## src/obpc_pkg.sv

```systemverilog
`timescale 1ns / 1ps
`default_nettype none
package obpc_pkg;

  localparam int COMP_W     = 20;
  localparam int VEC_W      = 60;
  localparam int POS_W      = 32;
  localparam int HULL_W     = 24;
  localparam int PASS_W     = 28;
  localparam int PROJ_W     = 26;
  localparam int CFG_IDX_W  = 3;
  localparam int CFG_DATA_W = 28;
  localparam int ROOT_W     = 25;
  localparam longint TOL_Q36 = 68719;

  localparam logic [CFG_IDX_W-1:0] CFG_HULL_X     = 3'd0;
  localparam logic [CFG_IDX_W-1:0] CFG_HULL_Y     = 3'd1;
  localparam logic [CFG_IDX_W-1:0] CFG_HULL_Z     = 3'd2;
  localparam logic [CFG_IDX_W-1:0] CFG_HULL_CLR   = 3'd3;
  localparam logic [CFG_IDX_W-1:0] CFG_PASS_HALF_W = 3'd4;
  localparam logic [CFG_IDX_W-1:0] CFG_PASS_HALF_H = 3'd5;

  localparam logic [2:0] ST_INVALID     = 3'd0;
  localparam logic [2:0] ST_TOO_WIDE    = 3'd1;
  localparam logic [2:0] ST_TOO_TALL    = 3'd2;
  localparam logic [2:0] ST_OFFSET_OUT  = 3'd3;
  localparam logic [2:0] ST_FITS        = 3'd4;

  // vector pairs checked per basis: rr, uu, ff, ru, rf, uf
  localparam int PAIR_A [6] = '{0, 1, 2, 0, 0, 1};
  localparam int PAIR_B [6] = '{0, 1, 2, 1, 2, 2};

  typedef enum logic [1:0] {
    RAD_IDLE,
    RAD_SQUARE,
    RAD_ROOT
  } rad_state_t;

  typedef struct packed {
    logic signed [POS_W-1:0] pose_center_x;
    logic signed [POS_W-1:0] pose_center_y;
    logic signed [POS_W-1:0] pose_center_z;
    logic signed [POS_W-1:0] gate_center_x;
    logic signed [POS_W-1:0] gate_center_y;
    logic signed [POS_W-1:0] gate_center_z;
    logic [VEC_W-1:0] body_right;
    logic [VEC_W-1:0] body_up;
    logic [VEC_W-1:0] body_forward;
    logic [VEC_W-1:0] gate_right;
    logic [VEC_W-1:0] gate_up;
    logic [VEC_W-1:0] gate_forward;
  } in_t;

  typedef struct packed {
    logic [2:0] status;
    logic fits;
    logic sphere_fits;
    logic signed [31:0] lateral_offset;
    logic signed [31:0] vertical_offset;
    logic [PROJ_W-1:0] projected_half_width;
    logic [PROJ_W-1:0] projected_half_height;
    logic signed [31:0] width_clearance;
    logic signed [31:0] height_clearance;
  } out_t;

endpackage
`default_nettype wire

```

## src/obpc_radius.sv

```systemverilog
`timescale 1ns / 1ps
`default_nettype none
module obpc_radius import obpc_pkg::*; (
  input  wire logic              clk,
  input  wire logic              rst,
  input  wire logic              start,
  input  wire logic [HULL_W-1:0] hx,
  input  wire logic [HULL_W-1:0] hy,
  input  wire logic [HULL_W-1:0] hz,
  output logic                   busy,
  output logic [ROOT_W-1:0]      root
);

  rad_state_t state, state_next;
  logic [4:0]  cnt;
  logic [49:0] acc;
  logic [49:0] x;
  logic [49:0] r;
  logic [HULL_W-1:0] hsel;
  logic [47:0] sq;
  logic [49:0] bitv;
  logic [49:0] trial;
  logic [49:0] x_n;
  logic [49:0] r_n;

  always_comb begin
    state_next = state;
    case (state)
      RAD_IDLE: begin
        if (start) state_next = RAD_SQUARE;
      end
      RAD_SQUARE: begin
        if (!start && cnt == 5'd2) state_next = RAD_ROOT;
      end
      RAD_ROOT: begin
        if (start) state_next = RAD_SQUARE;
        else if (cnt == 5'd0) state_next = RAD_IDLE;
      end
      default: state_next = RAD_IDLE;
    endcase
  end

  always_comb begin
    busy = (state != RAD_IDLE);
  end

  always_comb begin
    case (cnt[1:0])
      2'd0: hsel = hx;
      2'd1: hsel = hy;
      default: hsel = hz;
    endcase
    sq    = hsel * hsel;
    bitv  = 50'(1) << {cnt, 1'b0};
    trial = r + bitv;
    if (x >= trial) begin
      x_n = x - trial;
      r_n = (r >> 1) + bitv;
    end else begin
      x_n = x;
      r_n = r >> 1;
    end
  end

  always_ff @(posedge clk) begin
    if (rst) begin
      state <= RAD_IDLE;
      cnt   <= '0;
      root  <= '0;
    end else begin
      state <= state_next;
      if (start) begin
        cnt <= '0;
      end else if (state == RAD_SQUARE) begin
        cnt <= (cnt == 5'd2) ? 5'd24 : cnt + 5'd1;
      end else if (state == RAD_ROOT) begin
        cnt <= cnt - 5'd1;
        if (cnt == 5'd0) root <= r_n[ROOT_W-1:0] + ROOT_W'(x_n != '0);
      end
    end
  end

  always_ff @(posedge clk) begin
    if (start) begin
      acc <= '0;
    end else if (state == RAD_SQUARE) begin
      acc <= acc + 50'(sq);
      if (cnt == 5'd2) begin
        x <= acc + 50'(sq);
        r <= '0;
      end
    end else if (state == RAD_ROOT) begin
      x <= x_n;
      r <= r_n;
    end
  end

endmodule
`default_nettype wire

```

## config.mk

```make
export PLATFORM = sky130hd
export DESIGN_NAME = obpc_radius
export DESIGN_NICKNAME = d
export VERILOG_FILES = /design/src/obpc_pkg.sv /design/src/obpc_radius.sv
export SDC_FILE = /design/constraint.sdc
export NUM_CORES = 2
export LEC_CHECK = 0
export BUFFER_PORTS_ARGS = -buffer_cell sky130_fd_sc_hd__buf_2
export CORE_ASPECT_RATIO = 1.1
export CORE_MARGIN = 2
export CORE_UTILIZATION = 25
export CTS_CLUSTER_SIZE = 14
export DETAILED_ROUTE_END_ITERATION = 8
export MAX_ROUTING_LAYER = met4
export PLACE_DENSITY = 0.46
export RECOVER_POWER = 25
export SYNTH_ARGS = -nofsm -noshare
export SYNTH_HDL_FRONTEND = slang
export SYNTH_SLANG_ARGS = --single-unit
export TNS_END_PERCENT = 5
```

## constraint.sdc

```tcl
create_clock -name clk -period 11.2 [get_ports clk]
set_input_delay 1.12 -clock clk [delete_from_list [all_inputs] [get_ports clk]]
set_output_delay 1.12 -clock clk [all_outputs]
set_load 0.05 [all_outputs]
```

==> summary.txt <==
Status: complete, but fails checks
Failing checks: max-capacitance violations, max-slew violations
DRC Markers: 0
Clk Latency, worst-skew pair: 0.51 ns
Setup Fix Bufs, Post-CTS: 0
Starting Density: 0.2512
Routability-driven placement congestion ratio: 0.9313
Fin. Hold Viols: 0
Post-synth cell types: 97
Worst-Margin Slew: 3.364 ns
Commonest non-fill, non-tap cell in the layout: inv_1
Iter 0 DRT Violations: 1619
Clock root buffer: clkbuf_16
Area grow syn2layout: 9.327%
Antenna-violating nets left: 0
Crit. End Element: flop
CP max stage cell: a21o_1
Critical Path Max Stage Delay: 0.60 ns
Setup TNS: 0 ns
Layout Nets: 4691
Core area: 130300 µm²
DP Area: 35250 µm²
Startpoint class of the critical path: flop
First-pass GRT wire length: 163800 µm
Most used DFF post-synth: edfxtp_1
Largest net degree at the start of global routing: 79
Final setup fails: 0
Resized Gates After CTS: 0
WL per Instance: 18.39 µm
Clk_skew: 0.02542 ns
Syn. warnings: 0
Initial antenna violation count: 0
Vias after detailed routing: 26450
Worst path most repeated cell: fa_1
Post-Synthesis Cells: 3844
Port Buffers: 100
RSZ-0062 raised after global routing: false
Post-synth EDFFs: 100
Data required time at the worst endpoint: 11.47 ns
Tmin final: 10.25 ns
Tcrit/Tclk final: 0.9152
GRT Util Overall: 0.1609
Crit-path max FO: 27
HPWL Detailed: 84960 µm
Async S/R FF share, synth: 0
Syn_area_per_cell: 8.512 µm²
Seq cells post-synth: 182
Std cell rows: 139
Post-Syn Nets: 4665
Pre-antenna DRT Iters: 5
Worst-case clock buffer depth: 2
Post-synthesis sequential area ratio: 0.1419
Number of diodes: 0
# clock sinks: 182
Util after Layout: 0.2746
Syn Std Cell Area: 32720 µm²
Buf/Inv on CP: 7
Vias in the first global route: 27350
Die X: 348.9 µm
Die area: 133800 µm²
Fin area: 35770 µm²
Chip height: 383.4 µm
Hold buffers post-CTS: 0
Htree depth: 4
CTS Buf Count: 17
Fin. max-slew vios: 113
Worst Hold Class: reg2reg
Commonest cells after routing, fill and taps aside: inv_1, fa_1, nand2_1
Layout cells sized above 1: 0.05408
Num ports: 101
Worst EP arrival: 10.52 ns
Slew headroom: -1.243
Max Cap Viol: 2
Clock-pin slew on the worst setup and hold paths: 0.08 ns
Setup CP Type: reg2reg
Via density: 4.744
Fillers: 14160
CTS tree: yes
Overflow after GRT: 0
Final wirelength: 102500 µm
Top delay family on crit path: adder cells
FMAX: 97.56 MHz
registers in the layout, indices dropped and copies added (netlist names):
| name | count |
|---|---|
| cnt | 5 |
| state | 2 |
| x | 50 |
| r | 50 |
| acc | 50 |
| root | 25 |
Yosys cell counts (40+ instances only):
library cell	instances	area, µm²
fa_1	468	9369
nand3_1	67	335.3
a21oi_1	228	1141
mux2i_1	41	410.4
inv_1	629	2361
xnor2_1	114	998.5
nor2_1	363	1363
nor3_1	45	225.2
a21o_1	65	488.0
o21ai_0	168	840.8
ha_1	278	3478
clkbuf_1	116	435.4
edfxtp_1	100	3003
nand2_1	404	1516
xor2_1	96	840.8
dfxtp_1	82	1642
a211oi_1	40	300.3
a31oi_1	43	269.0
routing by layer:
metal | wire length, µm | global-route usage | vias up
met2 | 46230 | 0.2489 | 543
met1 | 50220 | 0.2248 | 13010
met5 | 0 | - | -
met3 | 3657 | 0.01540 | 103
met4 | 2425 | 0.04159 | 0
li1 | - | - | 12790
through the flow:
| step | hold slack [ns] | std cells | worst slack [ns] |
|---|---|---|---|
| global route | 0.4929 | 5575 | 0.1216 |
| detailed placement | 0.4424 | 5543 | 0.9816 |
| global placement | 0.4410 | 5543 | 1.173 |
| CTS | 0.4592 | 5575 | 0.9193 |
| finish | 0.4577 | 5575 | 0.9503 |
| floorplan | 0.4453 | 3844 | 1.946 |
cell type report:
cell class / instances / area [µm²] / share of cell area
flip-flops and latches: 182 / 4644 / 0.1298
clock buffers: 17 / 425.4 / 0.01189
well taps: 1692 / 2117 / 0.05918
repair buffers: 156 / 879.6 / 0.02459
clock inverters: 15 / 155.1 / 0.004337
multi-input cells: 2882 / 25180 / 0.7040
inverters: 631 / 2369 / 0.06621
path summary, 6_finish.rpt:
path / startpoint / end / slack [ns] / cells after the start
max: cnt[0] / x[48] / 0.95 / 31
min: root[19] / root[19] / 0.46 / 2
max reg2reg: cnt[0] / x[48] / 0.95 / 31
min reg2reg: root[19] / root[19] / 0.46 / 2
kinds of logic after synthesis:
| kind of cell | share of synthesized area |
|---|---|
| XOR/XNOR | 0.05621 |
| AO/OA/AOI/OAI | 0.1501 |
| flip-flops | 0.1419 |
| adder cells (fa/ha/maj) | 0.3942 |
| buffers and inverters | 0.08982 |
| AND/OR/NAND/NOR | 0.1544 |
| multiplexers | 0.01323 |
worst min-delay path: stages (launching register included):
cell and delay, ns:
dfxtp_1 0.32, nand2_1 0.05, a21oi_1 0.05
Power is left out: the tool's default activity adds up to more than one toggle a clock period on the data nets, which glitch-free logic cannot reach.
